===== src/sha1bsh_pkg.sv =====
// shared types and constants for the sha-1 byte stream hasher
package sha1bsh_pkg;

    localparam int WORD_W     = 32;
    localparam int SCHED_DEPTH = 16;
    localparam int SCHED_AW   = 4;
    localparam int ROUND_W    = 7;
    localparam int CHAIN_N    = 5;

    localparam logic [ROUND_W-1:0] ROUND_LAST = 7'd79;

    // initial chaining values
    localparam logic [WORD_W-1:0] IV_0 = 32'h6745_2301;
    localparam logic [WORD_W-1:0] IV_1 = 32'hEFCD_AB89;
    localparam logic [WORD_W-1:0] IV_2 = 32'h98BA_DCFE;
    localparam logic [WORD_W-1:0] IV_3 = 32'h1032_5476;
    localparam logic [WORD_W-1:0] IV_4 = 32'hC3D2_E1F0;

    // round constants
    localparam logic [WORD_W-1:0] K_0 = 32'h5A82_7999;
    localparam logic [WORD_W-1:0] K_1 = 32'h6ED9_EBA1;
    localparam logic [WORD_W-1:0] K_2 = 32'h8F1B_BCDC;
    localparam logic [WORD_W-1:0] K_3 = 32'hCA62_C1D6;

    localparam logic [7:0] PAD_BYTE = 8'h80;

    // schedule taps read for one round: t-3, t-8, t-14, t-16 (mod 16)
    typedef logic [3:0][WORD_W-1:0] sched_taps_t;

    // control from the sequencer to the round datapath
    typedef struct packed {
        logic               load_work;
        logic               round_en;
        logic [ROUND_W-1:0] round_idx;
        logic               add_chain;
        logic               restore_iv;
    } core_ctrl_t;

endpackage


===== src/sha1bsh_ram.sv =====
// generic ram: one write port, two registered read ports
module sha1bsh_ram #(
    parameter int WIDTH = 32,
    parameter int DEPTH = 16
) (
    input  logic                     clk,
    input  logic                     we,
    input  logic [$clog2(DEPTH)-1:0] waddr,
    input  logic [WIDTH-1:0]         wdata,
    input  logic [$clog2(DEPTH)-1:0] raddr_a,
    input  logic [$clog2(DEPTH)-1:0] raddr_b,
    output logic [WIDTH-1:0]         rdata_a,
    output logic [WIDTH-1:0]         rdata_b
);

    logic [WIDTH-1:0] mem [DEPTH];

    // write and registered reads
    always_ff @(posedge clk)
    begin
        if (we)
        begin
            mem[waddr] <= wdata;
        end
        rdata_a <= mem[raddr_a];
        rdata_b <= mem[raddr_b];
    end

endmodule


===== src/sha1bsh_core.sv =====
// sha-1 round datapath: working variables, chaining words, schedule expansion
module sha1bsh_core (
    input  logic                                  clk,
    input  logic                                  rst_n,
    input  sha1bsh_pkg::core_ctrl_t               ctrl,
    input  sha1bsh_pkg::sched_taps_t              taps,
    input  logic [2:0]                            out_sel,
    output logic [sha1bsh_pkg::WORD_W-1:0]        sched_word,
    output logic [sha1bsh_pkg::WORD_W-1:0]        chain_word
);
    import sha1bsh_pkg::*;

    logic [WORD_W-1:0] work_reg  [CHAIN_N];
    logic [WORD_W-1:0] chain_reg [CHAIN_N];
    logic [WORD_W-1:0] mix;
    logic [WORD_W-1:0] f_val;
    logic [WORD_W-1:0] k_val;
    logic [WORD_W-1:0] sum;
    logic [WORD_W-1:0] wa, wb, wc, wd, we_w;

    assign wa   = work_reg[0];
    assign wb   = work_reg[1];
    assign wc   = work_reg[2];
    assign wd   = work_reg[3];
    assign we_w = work_reg[4];

    // message schedule word for this round
    assign mix = taps[0] ^ taps[1] ^ taps[2] ^ taps[3];
    assign sched_word = (ctrl.round_idx < 7'd16) ? taps[3] : {mix[WORD_W-2:0], mix[WORD_W-1]};

    // round function and constant
    always_comb
    begin
        priority if (ctrl.round_idx < 7'd20)
        begin
            f_val = (wb & wc) | (~wb & wd);
            k_val = K_0;
        end
        else if (ctrl.round_idx < 7'd40)
        begin
            f_val = wb ^ wc ^ wd;
            k_val = K_1;
        end
        else if (ctrl.round_idx < 7'd60)
        begin
            f_val = (wb & wc) | (wb & wd) | (wc & wd);
            k_val = K_2;
        end
        else
        begin
            f_val = wb ^ wc ^ wd;
            k_val = K_3;
        end
    end

    assign sum = {wa[WORD_W-6:0], wa[WORD_W-1:WORD_W-5]} + f_val + we_w + k_val + sched_word;

    // working variables
    always_ff @(posedge clk)
    begin
        if (ctrl.load_work)
        begin
            for (int i = 0; i < CHAIN_N; i++)
            begin
                work_reg[i] <= chain_reg[i];
            end
        end
        else if (ctrl.round_en)
        begin
            work_reg[0] <= sum;
            work_reg[1] <= wa;
            work_reg[2] <= {wb[1:0], wb[WORD_W-1:2]};
            work_reg[3] <= wc;
            work_reg[4] <= wd;
        end
    end

    // chaining words
    always_ff @(posedge clk or negedge rst_n)
    begin
        if (!rst_n)
        begin
            chain_reg[0] <= IV_0;
            chain_reg[1] <= IV_1;
            chain_reg[2] <= IV_2;
            chain_reg[3] <= IV_3;
            chain_reg[4] <= IV_4;
        end
        else if (ctrl.restore_iv)
        begin
            chain_reg[0] <= IV_0;
            chain_reg[1] <= IV_1;
            chain_reg[2] <= IV_2;
            chain_reg[3] <= IV_3;
            chain_reg[4] <= IV_4;
        end
        else if (ctrl.add_chain)
        begin
            for (int i = 0; i < CHAIN_N; i++)
            begin
                chain_reg[i] <= chain_reg[i] + work_reg[i];
            end
        end
    end

    // digest word select
    always_comb
    begin
        unique case (out_sel)
            3'd0:    chain_word = chain_reg[0];
            3'd1:    chain_word = chain_reg[1];
            3'd2:    chain_word = chain_reg[2];
            3'd3:    chain_word = chain_reg[3];
            default: chain_word = chain_reg[4];
        endcase
    end

endmodule


===== src/sha1_byte_stream_hasher_top.sv =====
// top level: byte packing, padding sequencer, schedule memories, digest output
//
// SHA-1 over a byte stream. A transaction carries at most one message byte and may
// end the message. Bytes are taken one per cycle while idle and packed four to a word
// into the 16-word schedule memory (two copies, so four schedule taps are read each cycle).
// Every 64th byte starts a compression (80 rounds, one per cycle, then pipeline drain
// and chaining add) during which no byte is taken. An ending transaction adds padding
// writes and one compression, or padding writes and two compressions when more than
// 55 bytes are pending, and then the digest leaves as five transactions, word 0
// first, after which the hasher is back at its initial values. No byte is taken
// while the digest is pending.
module sha1_byte_stream_hasher_top (
    input  logic        clk,
    input  logic        rst_n,
    input  logic        item_valid,
    output logic        item_ready,
    input  logic [7:0]  data_byte,
    input  logic        byte_valid,
    input  logic        msg_end,
    output logic        digest_valid,
    input  logic        digest_ready,
    output logic [31:0] digest_word,
    output logic [2:0]  word_index,
    output logic        word_last
);
    import sha1bsh_pkg::*;

    localparam logic [3:0] S_IDLE   = 4'd0;
    localparam logic [3:0] S_PAD    = 4'd1;
    localparam logic [3:0] S_ZERO   = 4'd2;
    localparam logic [3:0] S_LEN_HI = 4'd3;
    localparam logic [3:0] S_LEN_LO = 4'd4;
    localparam logic [3:0] S_ROUND  = 4'd5;
    localparam logic [3:0] S_DRAIN  = 4'd6;
    localparam logic [3:0] S_FINAL  = 4'd7;
    localparam logic [3:0] S_OUT    = 4'd8;

    // padding progress
    localparam logic [1:0] PST_NONE  = 2'd0;
    localparam logic [1:0] PST_EXTRA = 2'd1;
    localparam logic [1:0] PST_TAIL  = 2'd2;
    localparam logic [1:0] PST_LAST  = 2'd3;

    logic [3:0]         state_reg, state_next;
    logic [5:0]         fill_reg, fill_next;
    logic [23:0]        pack_reg, pack_next;
    logic [63:0]        len_reg, len_next;
    logic [4:0]         ptr_reg, ptr_next;
    logic               end_reg, end_next;
    logic [1:0]         pst_reg, pst_next;
    logic [ROUND_W-1:0] rnd_reg, rnd_next;
    logic [ROUND_W-1:0] rq_reg, rq_next;
    logic               rv_reg, rv_next;
    logic [2:0]         idx_reg, idx_next;

    logic                fsm_we;
    logic [SCHED_AW-1:0] fsm_waddr;
    logic [WORD_W-1:0]   fsm_wdata;
    logic                ram_we;
    logic [SCHED_AW-1:0] ram_waddr;
    logic [WORD_W-1:0]   ram_wdata;
    logic [WORD_W-1:0]   sched_word;
    sched_taps_t         taps;
    core_ctrl_t          ctrl;
    logic                accept;
    logic [WORD_W-1:0]   pad_word;
    logic [4:0]          zero_limit;

    assign item_ready   = (state_reg == S_IDLE);
    assign accept       = item_valid && item_ready;
    assign digest_valid = (state_reg == S_OUT);
    assign word_index   = idx_reg;
    assign word_last    = (idx_reg == 3'd4);

    // word holding the pending bytes and the pad marker
    always_comb
    begin
        unique case (fill_reg[1:0])
            2'd0: pad_word = {PAD_BYTE, 24'h0};
            2'd1: pad_word = {pack_reg[7:0], PAD_BYTE, 16'h0};
            2'd2: pad_word = {pack_reg[15:0], PAD_BYTE, 8'h0};
            2'd3: pad_word = {pack_reg[23:0], PAD_BYTE};
        endcase
    end

    assign zero_limit = (pst_reg == PST_EXTRA) ? 5'd16 : 5'd14;

    // sequencer
    always_comb
    begin
        state_next = state_reg;
        fill_next  = fill_reg;
        pack_next  = pack_reg;
        len_next   = len_reg;
        ptr_next   = ptr_reg;
        end_next   = end_reg;
        pst_next   = pst_reg;
        rnd_next   = rnd_reg;
        rq_next    = rq_reg;
        rv_next    = 1'b0;
        idx_next   = idx_reg;
        fsm_we     = 1'b0;
        fsm_waddr  = fill_reg[5:2];
        fsm_wdata  = {pack_reg, data_byte};
        ctrl       = '0;
        ctrl.round_en  = rv_reg;
        ctrl.round_idx = rq_reg;

        unique case (state_reg)
            S_IDLE:
            begin
                if (accept)
                begin
                    if (byte_valid)
                    begin
                        pack_next = {pack_reg[15:0], data_byte};
                        fill_next = fill_reg + 6'd1;
                        len_next  = len_reg + 64'd8;
                        fsm_we    = (fill_reg[1:0] == 2'd3);
                        if (fill_reg == 6'd63)
                        begin
                            end_next   = msg_end;
                            state_next = S_ROUND;
                        end
                        else if (msg_end)
                        begin
                            end_next   = 1'b1;
                            state_next = S_PAD;
                        end
                    end
                    else if (msg_end)
                    begin
                        end_next   = 1'b1;
                        state_next = S_PAD;
                    end
                end
            end
            S_PAD:
            begin
                fsm_we     = 1'b1;
                fsm_wdata  = pad_word;
                ptr_next   = {1'b0, fill_reg[5:2]} + 5'd1;
                pst_next   = (fill_reg[5:3] == 3'b111) ? PST_EXTRA : PST_TAIL;
                state_next = S_ZERO;
            end
            S_ZERO:
            begin
                if (ptr_reg == zero_limit)
                begin
                    state_next = (pst_reg == PST_EXTRA) ? S_ROUND : S_LEN_HI;
                end
                else
                begin
                    fsm_we    = 1'b1;
                    fsm_waddr = ptr_reg[SCHED_AW-1:0];
                    fsm_wdata = '0;
                    ptr_next  = ptr_reg + 5'd1;
                end
            end
            S_LEN_HI:
            begin
                fsm_we     = 1'b1;
                fsm_waddr  = 4'd14;
                fsm_wdata  = len_reg[63:32];
                state_next = S_LEN_LO;
            end
            S_LEN_LO:
            begin
                fsm_we     = 1'b1;
                fsm_waddr  = 4'd15;
                fsm_wdata  = len_reg[31:0];
                pst_next   = PST_LAST;
                state_next = S_ROUND;
            end
            S_ROUND:
            begin
                ctrl.load_work = (rnd_reg == '0);
                rv_next = 1'b1;
                rq_next = rnd_reg;
                if (rnd_reg == ROUND_LAST)
                begin
                    rnd_next   = '0;
                    state_next = S_DRAIN;
                end
                else
                begin
                    rnd_next = rnd_reg + 7'd1;
                end
            end
            S_DRAIN:
            begin
                state_next = S_FINAL;
            end
            S_FINAL:
            begin
                ctrl.add_chain = 1'b1;
                if (!end_reg)
                begin
                    state_next = S_IDLE;
                end
                else
                begin
                    unique case (pst_reg)
                        PST_NONE:  state_next = S_PAD;
                        PST_EXTRA:
                        begin
                            ptr_next   = '0;
                            pst_next   = PST_TAIL;
                            state_next = S_ZERO;
                        end
                        PST_LAST:  state_next = S_OUT;
                        default:   state_next = S_IDLE;
                    endcase
                end
            end
            S_OUT:
            begin
                if (digest_ready)
                begin
                    if (idx_reg == 3'd4)
                    begin
                        ctrl.restore_iv = 1'b1;
                        idx_next   = '0;
                        fill_next  = '0;
                        len_next   = '0;
                        end_next   = 1'b0;
                        pst_next   = PST_NONE;
                        state_next = S_IDLE;
                    end
                    else
                    begin
                        idx_next = idx_reg + 3'd1;
                    end
                end
            end
            default:
            begin
                state_next = S_IDLE;
            end
        endcase
    end

    // control registers
    always_ff @(posedge clk or negedge rst_n)
    begin
        if (!rst_n)
        begin
            state_reg <= S_IDLE;
            fill_reg  <= '0;
            len_reg   <= '0;
            ptr_reg   <= '0;
            end_reg   <= 1'b0;
            pst_reg   <= PST_NONE;
            rnd_reg   <= '0;
            rq_reg    <= '0;
            rv_reg    <= 1'b0;
            idx_reg   <= '0;
        end
        else
        begin
            state_reg <= state_next;
            fill_reg  <= fill_next;
            len_reg   <= len_next;
            ptr_reg   <= ptr_next;
            end_reg   <= end_next;
            pst_reg   <= pst_next;
            rnd_reg   <= rnd_next;
            rq_reg    <= rq_next;
            rv_reg    <= rv_next;
            idx_reg   <= idx_next;
        end
    end

    // partial word bytes
    always_ff @(posedge clk)
    begin
        pack_reg <= pack_next;
    end

    // schedule write: expanded words during rounds, otherwise the sequencer
    assign ram_we    = rv_reg ? (rq_reg >= 7'd16) : fsm_we;
    assign ram_waddr = rv_reg ? rq_reg[SCHED_AW-1:0] : fsm_waddr;
    assign ram_wdata = rv_reg ? sched_word : fsm_wdata;

    sha1bsh_ram #(
        .WIDTH (WORD_W),
        .DEPTH (SCHED_DEPTH)
    ) u_sched_lo (
        .clk     (clk),
        .we      (ram_we),
        .waddr   (ram_waddr),
        .wdata   (ram_wdata),
        .raddr_a (rnd_reg[SCHED_AW-1:0] + 4'd13),
        .raddr_b (rnd_reg[SCHED_AW-1:0] + 4'd8),
        .rdata_a (taps[0]),
        .rdata_b (taps[1])
    );

    sha1bsh_ram #(
        .WIDTH (WORD_W),
        .DEPTH (SCHED_DEPTH)
    ) u_sched_hi (
        .clk     (clk),
        .we      (ram_we),
        .waddr   (ram_waddr),
        .wdata   (ram_wdata),
        .raddr_a (rnd_reg[SCHED_AW-1:0] + 4'd2),
        .raddr_b (rnd_reg[SCHED_AW-1:0]),
        .rdata_a (taps[2]),
        .rdata_b (taps[3])
    );

    sha1bsh_core u_core (
        .clk        (clk),
        .rst_n      (rst_n),
        .ctrl       (ctrl),
        .taps       (taps),
        .out_sel    (idx_reg),
        .sched_word (sched_word),
        .chain_word (digest_word)
    );

    // checks
    a_no_take_while_digest: assert property (@(posedge clk) disable iff (!rst_n)
        digest_valid |-> !item_ready)
        else $error("byte taken while digest pending");

    a_round_stage_in_compress: assert property (@(posedge clk) disable iff (!rst_n)
        rv_reg |-> (state_reg == S_ROUND || state_reg == S_DRAIN))
        else $error("round data stage outside compression");

    a_drain_has_round: assert property (@(posedge clk) disable iff (!rst_n)
        (state_reg == S_DRAIN) |-> (rv_reg && rq_reg == ROUND_LAST))
        else $error("drain without final round");

    a_word_index_range: assert property (@(posedge clk) disable iff (!rst_n)
        digest_valid |-> (idx_reg <= 3'd4))
        else $error("digest word index out of range");

    a_out_after_length: assert property (@(posedge clk) disable iff (!rst_n)
        $rose(digest_valid) |-> ($past(state_reg) == S_FINAL && pst_reg == PST_LAST))
        else $error("digest shown before length block");

endmodule

===== config.mk =====
export PLATFORM = sky130hd
export DESIGN_NAME = sha1_byte_stream_hasher_top
export DESIGN_NICKNAME = d
export VERILOG_FILES = /design/src/sha1bsh_pkg.sv /design/src/sha1bsh_ram.sv /design/src/sha1bsh_core.sv /design/src/sha1_byte_stream_hasher_top.sv
export SDC_FILE = /design/constraint.sdc
export NUM_CORES = 2
export LEC_CHECK = 0
export ABC_AREA = 0
export BUFFER_PORTS_ARGS = -buffer_cell sky130_fd_sc_hd__buf_2
export CAP_MARGIN = 40
export CORE_MARGIN = 2
export CORE_UTILIZATION = 40
export CTS_CLUSTER_DIAMETER = 100
export DETAILED_ROUTE_END_ITERATION = 7
export GPL_ROUTABILITY_DRIVEN = 0
export SYNTH_ARGS = -nofsm -noshare
export SYNTH_HDL_FRONTEND = slang
export SYNTH_SLANG_ARGS = --single-unit

===== constraint.sdc =====
create_clock -name clk -period 13.4 [get_ports clk]
set_input_delay 2.68 -clock clk [delete_from_list [all_inputs] [get_ports clk]]
set_output_delay 2.68 -clock clk [all_outputs]
set_load 0.01 [all_outputs]

---- After elaboration in Yosys (flattened, before gate mapping) ----
Memories as Yosys holds them, arrays and structs flattened. A register that Yosys moved wholly into a read port is not among the register bits.
Cells that the tools add are included.
cells by class
  add/sub/neg operators ................... 18
  order comparisons ....................... 5
  eq/ne operators ......................... 30
  muxes and demuxes ....................... 82
  bitwise logic cells ..................... 18
  reductions and logical operators ........ 18
operators by type and width
  operator                                                                      count
  32-bit two-way mux                                                            13
  32-bit case mux with 4 select lines                                           3
  160-bit two-way mux                                                           2
  32-bit adder                                                                  9
  64-bit two-way mux                                                            4
  32-bit bitwise XOR                                                            5
  32-bit AND                                                                    4
  64-bit case mux with 2 select lines                                           1
  32-bit OR                                                                     3
  64-bit by 4-bit adder with 64-bit output, second input constant               1
  4-bit two-way mux                                                             11
  4-bit case mux with 9 select lines                                            1
  32-bit NOT                                                                    1
  31-bit two-way mux                                                            1
  6-bit two-way mux                                                             4
  4-bit case mux with 3 select lines                                            2
  1-bit two-way mux                                                             23
  5-bit two-way mux                                                             4
  4-bit by 3-bit equality test with 1-bit output, second input constant         4
  5-bit case mux with 3 select lines                                            1
  5-bit AND reduction                                                           3
  7-bit by 5-bit less-than comparator with 1-bit output, second input constant  2
  7-bit by 6-bit less-than comparator with 1-bit output, second input constant  2
  6-bit case mux with 2 select lines                                            1
  40 further kinds                                                              66
storage, ports and cells
  bits in registers ....................... 284
  RAM bits ................................ 1184
  bits of input ports ..................... 14
  output and inout port bits .............. 38
  logic and storage cells ................. 190
  memories kept ........................... 3
memories
  name             depth  bits a word  read ports  clocked after memory_dff  write ports  RTL line            source
  u_sched_hi.mem   16     32           2           2                         1            sha1bsh_ram.sv:16   logic [WIDTH-1:0] mem [DEPTH];
  u_sched_lo.mem   16     32           2           2                         1            sha1bsh_ram.sv:16
  u_core.work_reg  5      32           5           0                         5            sha1bsh_core.sv:13  logic [WORD_W-1:0] work_reg [CHAIN_N];

---- Logic depth before layout (Yosys ltp) ----
An unclocked memory read counts as a cell.
  depth in word-level cells ............... 12
  depth in mapped cells ................... 26
  gate-level depth less buffers ........... 25

---- Cells and area by module ----
From an unflattened synthesis, not the netlist that was laid out.
unflattened totals
  cell total of the unflattened synthesis .. 6287
  area, all modules ....................... 84642.4 um^2
by module, submodules not included
  module                       instances  cells an instance  area an instance (um^2)  seq. area each (um^2)
  sha1bsh_core                 1          3165               28813.9                  8908.5
  sha1bsh_ram at u_sched_lo    1          1141               24203.2                  16656.0
  sha1bsh_ram at u_sched_hi    1          1141               24188.2                  16656.0
  sha1_byte_stream_hasher_top  1          840                7437.1                   3148.0

---- Least setup slack after synthesis ----
No wires, ideal clock.
  path type ............................... register to register
  start point ............................. register rq_reg[3]
  end point ............................... memory u_core.work_reg[0][31], data pin
  library setup time ...................... 269 ps
  arrival ................................. 5987 ps
  data required time ...................... 13131 ps
  slack ................................... 7144 ps
  cell stages (with the launch flop) ...... 26
  path buffers ............................ 1
  period minus slack after synthesis ...... 6256 ps
  cell sequence ........................... dfrtp_1 > a41oi_1 > nand2_1 > inv_1 > nor2_1 > inv_1 > clkbuf_1 > o221ai_1 > fa_1 > inv_1 > fa_1 > inv_1 > fa_1 > inv_1 > ha_1 > a21o_1 > a21o_1 > a21oi_1 > o21ai_0 > o311a_1 > a2111o_1 > nand2_1 > o21ai_0 > a21oi_1 > xnor2_1 > o21ai_0
RTL lines
  what                      RTL line                            source
  start: declaration        sha1_byte_stream_hasher_top.sv:52   logic [ROUND_W-1:0] rq_reg, rq_next;
  start signal: assignment  sha1_byte_stream_hasher_top.sv:268  rq_reg <= rq_next;
  end: declaration          sha1bsh_core.sv:13

==> flow_summary_export.csv <==
group,metric,value,unit
drt,drt_iter0_drc,4933,
global_route,grt_pass1_vias,44543,
sta,tightest_slew,1160,ps
die,die_y,405,um
sta,grt_setup_unrepaired,"no",
logic_synthesis,synth_top_family_by_area,"multiplexers",
setup_path,crit_end,"u_core.work_reg[0][30]",
die,die-area,164000,sq um
pwr,power_density,297,nW/um^2
cells_and_area,final_cell_mix,"edfxtp_1, nand2_1, mux4_2",
logic_synthesis,synth-xor-area-share,4.39,%
drt,antenna_left,0,
cells_and_area,finalNetCount,5512,
drt,drc,0,
logic_synthesis,synth_edf_count,696,
logic_synthesis,synth_warnings,0,
logic_synthesis,yosysSeqAreaShare,46.7,%
hold_path,min_path_cells,0,
sta,hold_viol_final,0,
die,initial_utilization,40.1,%
logic_synthesis,syn_inst,5162,
global_route,grt_max_degree,163,
sta,timing.fmax,138,MHz
clocking,cts_setup_buffers,0,
clocking,cts_num_sinks,1081,
drt,dr.pass1.iters,5,
cells_and_area,final_common_cell,"edfxtp_1",
global_route,antenna_found_initial,2,
clocking,clkTransAtPathRegs,70,ps
die,die_w,405,um
setup_path,crit_top_cell,"buf_4",
die,pin_count,52,
logic_synthesis,muxShareOfSynthArea,18.5,%
setup_path,critPathCaptureType,"flop",
logic_synthesis,syn_area_per_cell,12.4,sq um
logic_synthesis,syn_area,64200,sq um
pwr,ir_drop,0.201,mV
clocking,clk_latency,800,ps
logic_synthesis,syn-num-nets,5509,
drt,wl_per_cell,26.2,um
logic_synthesis,synth_cell_types,87,
setup_path,critPathMaxStageDelay,590,ps
setup_path,critical_path_class,"reg -> reg",
die,num_rows,147,
global_route,grt-ovfl-total,0,
sta,report.final.slew_viol_count,0,
setup_path,crit_fanout,22,
sta,max_slew_margin,23.0,%
setup_path,reg2reg_setup_slack,6170,ps
sta,setup_tns,0,ps
clocking,ctsHoldBuffers,0,
status,status,"finished clean",
clocking,htreeDepth,3,
global_route,grt_usage,23.6,%
setup_path,start_kind,"flop",
clocking,cts.path.max_buffers,3,
setup_path,cp_slowest_cell,"a221oi_1",
logic_synthesis,synth-compound-area-share,10.5,%
drt,drt-total-wl,193000,um
drt,num_vias,44998,
setup_path,worst_ep_required_time,13850,ps
run,drv_cap,0,
clocking,cts_tree,"done",
cells_and_area,synthToLayoutAreaGrowth,11.4,%
cells_and_area,largest_register_ffs,480,
setup_path,cp.arrival,7680,ps
clocking,clock-root-buffer,"clkbuf_16",
clocking,numCtsBuffers,114,
logic_synthesis,synth_fa_ha_area_share,7.90,%
sta,clock_skew,70.8,ps
placement,portBuffers,51,
setup_path,r2r.worst_path.cells,26,
global_route,grt_pass1_wl,291000,um
cells_and_area,drive_above_1_share,19.3,%
placement,dpl.hpwl,129000,um
logic_synthesis,synth_flop_cell,"edfxtp_1",
drt,viasPerCell,6.12,
logic_synthesis,synthArstFlopShare,23.8,%
logic_synthesis,ys_ff_latch,1081,
clocking,cts-resized-gates,0,
setup_path,r2r_end,"u_core.work_reg[0][30]",
pwr,p_leak,0.0268,uW
setup_path,worstReg2RegStart,"rq_reg[3]",
sta,min_period_over_period,53.9,%
logic_synthesis,synth-simple-area-share,8.99,%
setup_path,crit_start,"rq_reg[3]",
sta,finalCriticalPeriod,7230,ps
hold_path,hold_class,"reg -> reg",
pwr,p_total,21200,uW
sta,setup_viol_count_final,0,
die,design.core.area,160000,sq um
power by group:
group / switching [uW] / leakage, uW / internal, uW / total (uW)
registers: 860 / 0.0106 / 4990 / 5850
logic: 6550 / 0.0143 / 5400 / 12000
clock network: 1430 / 0.00197 / 1980 / 3420
synth_stat cells, types with 10 or more instances:
cell type / count / area [sq um]
xnor2_1: 199 / 1740
o21a_1: 39 / 293
a21o_1: 95 / 713
clkbuf_1: 219 / 822
o21ai_0: 278 / 1390
nor3_1: 70 / 350
or3_1: 24 / 150
a221oi_1: 35 / 307
o21bai_1: 26 / 195
fa_1: 121 / 2420
nand4_1: 18 / 113
o31ai_1: 19 / 143
nand2_1: 655 / 2460
a22oi_1: 78 / 586
a22o_1: 10 / 87.6
nand2b_1: 31 / 194
inv_1: 230 / 863
a221o_1: 20 / 200
ha_1: 212 / 2650
dfstp_2: 80 / 2100
a211oi_1: 13 / 97.6
edfxtp_1: 696 / 20900
o221ai_1: 15 / 131
nor2_1: 276 / 1040
and3_1: 33 / 206
dfrtp_1: 177 / 4430
dfxtp_1: 128 / 2560
mux4_2: 512 / 11500
nand3_1: 114 / 571
a31oi_1: 50 / 313
mux2i_1: 35 / 350
buf_1: 54 / 203
a21oi_1: 266 / 1330
o211ai_1: 16 / 120
nor2b_1: 34 / 213
xor2_1: 123 / 1080
critical path, delay by kind of cell, from the launching register on:
kind,cells,cell delay [ps]
XOR/XNOR,1,150
flip-flops,1,440
adder cells (fa/ha/maj),4,1900
AO/OA/AOI/OAI,10,2740
AND/OR/NAND/NOR,4,520
buffers and inverters,7,1140
final cells by class:
type,count,area [sq um]
inverter,232,872
multi-input combinational,3569,32600
clock buffer,153,3170
timing repair buffer,167,1380
clock inverter,65,895
fill,14475,88500
sequential,1081,30000
antenna,1,2.50
tap,2086,2610
cell families (layout without fill, tap and decap cells):
kind of cell	Yosys count	count (layout)
other cells	0	1
compound gates	1048	1048
fa+ha+maj	333	333
flops	1081	1081
buf+inv	512	617
simple gates	1317	1317
xor+xnor	322	322
mux	549	549
per-layer routing:
| layer | vias up | GRT usage (%) | wire [um] |
|---|---|---|---|
| met5 | - | 0 | 13 |
| met1 | 23029 | 32.8 | 79900 |
| li1 | 19565 | - | - |
| met2 | 2036 | 37.5 | 89800 |
| met3 | 366 | 3.99 | 15400 |
| met4 | 2 | 8.40 | 7700 |
how the worst min path moves through the flow:
stage	from	end	slack (ps)
2_1_floorplan	pack_reg[15]	pack_reg[23]	450
3_3_place_gp	pack_reg[15]	pack_reg[23]	480
3_5_place_dp	pack_reg[15]	pack_reg[23]	490
4_1_cts	pack_reg[15]	pack_reg[23]	500
5_1_grt	pack_reg[15]	pack_reg[23]	530
6_report	pack_reg[15]	pack_reg[23]	510
through the flow:
stage / cells / setup slack (ps) / cell area [sq um] / util [%] / hold slack [ps]
detailed placement: 7135 / 6280 / 67400 / 42.1 / 487
global route: 7354 / 5760 / 71500 / 44.7 / 526
CTS: 7353 / 6220 / 71500 / 44.7 / 502
global placement: 7097 / 6290 / 67000 / 41.8 / 478
finish: 7354 / 6170 / 71500 / 44.7 / 505
floorplan: 5162 / 7140 / 64200 / - / 450
(Power assumes the default switching activity.)
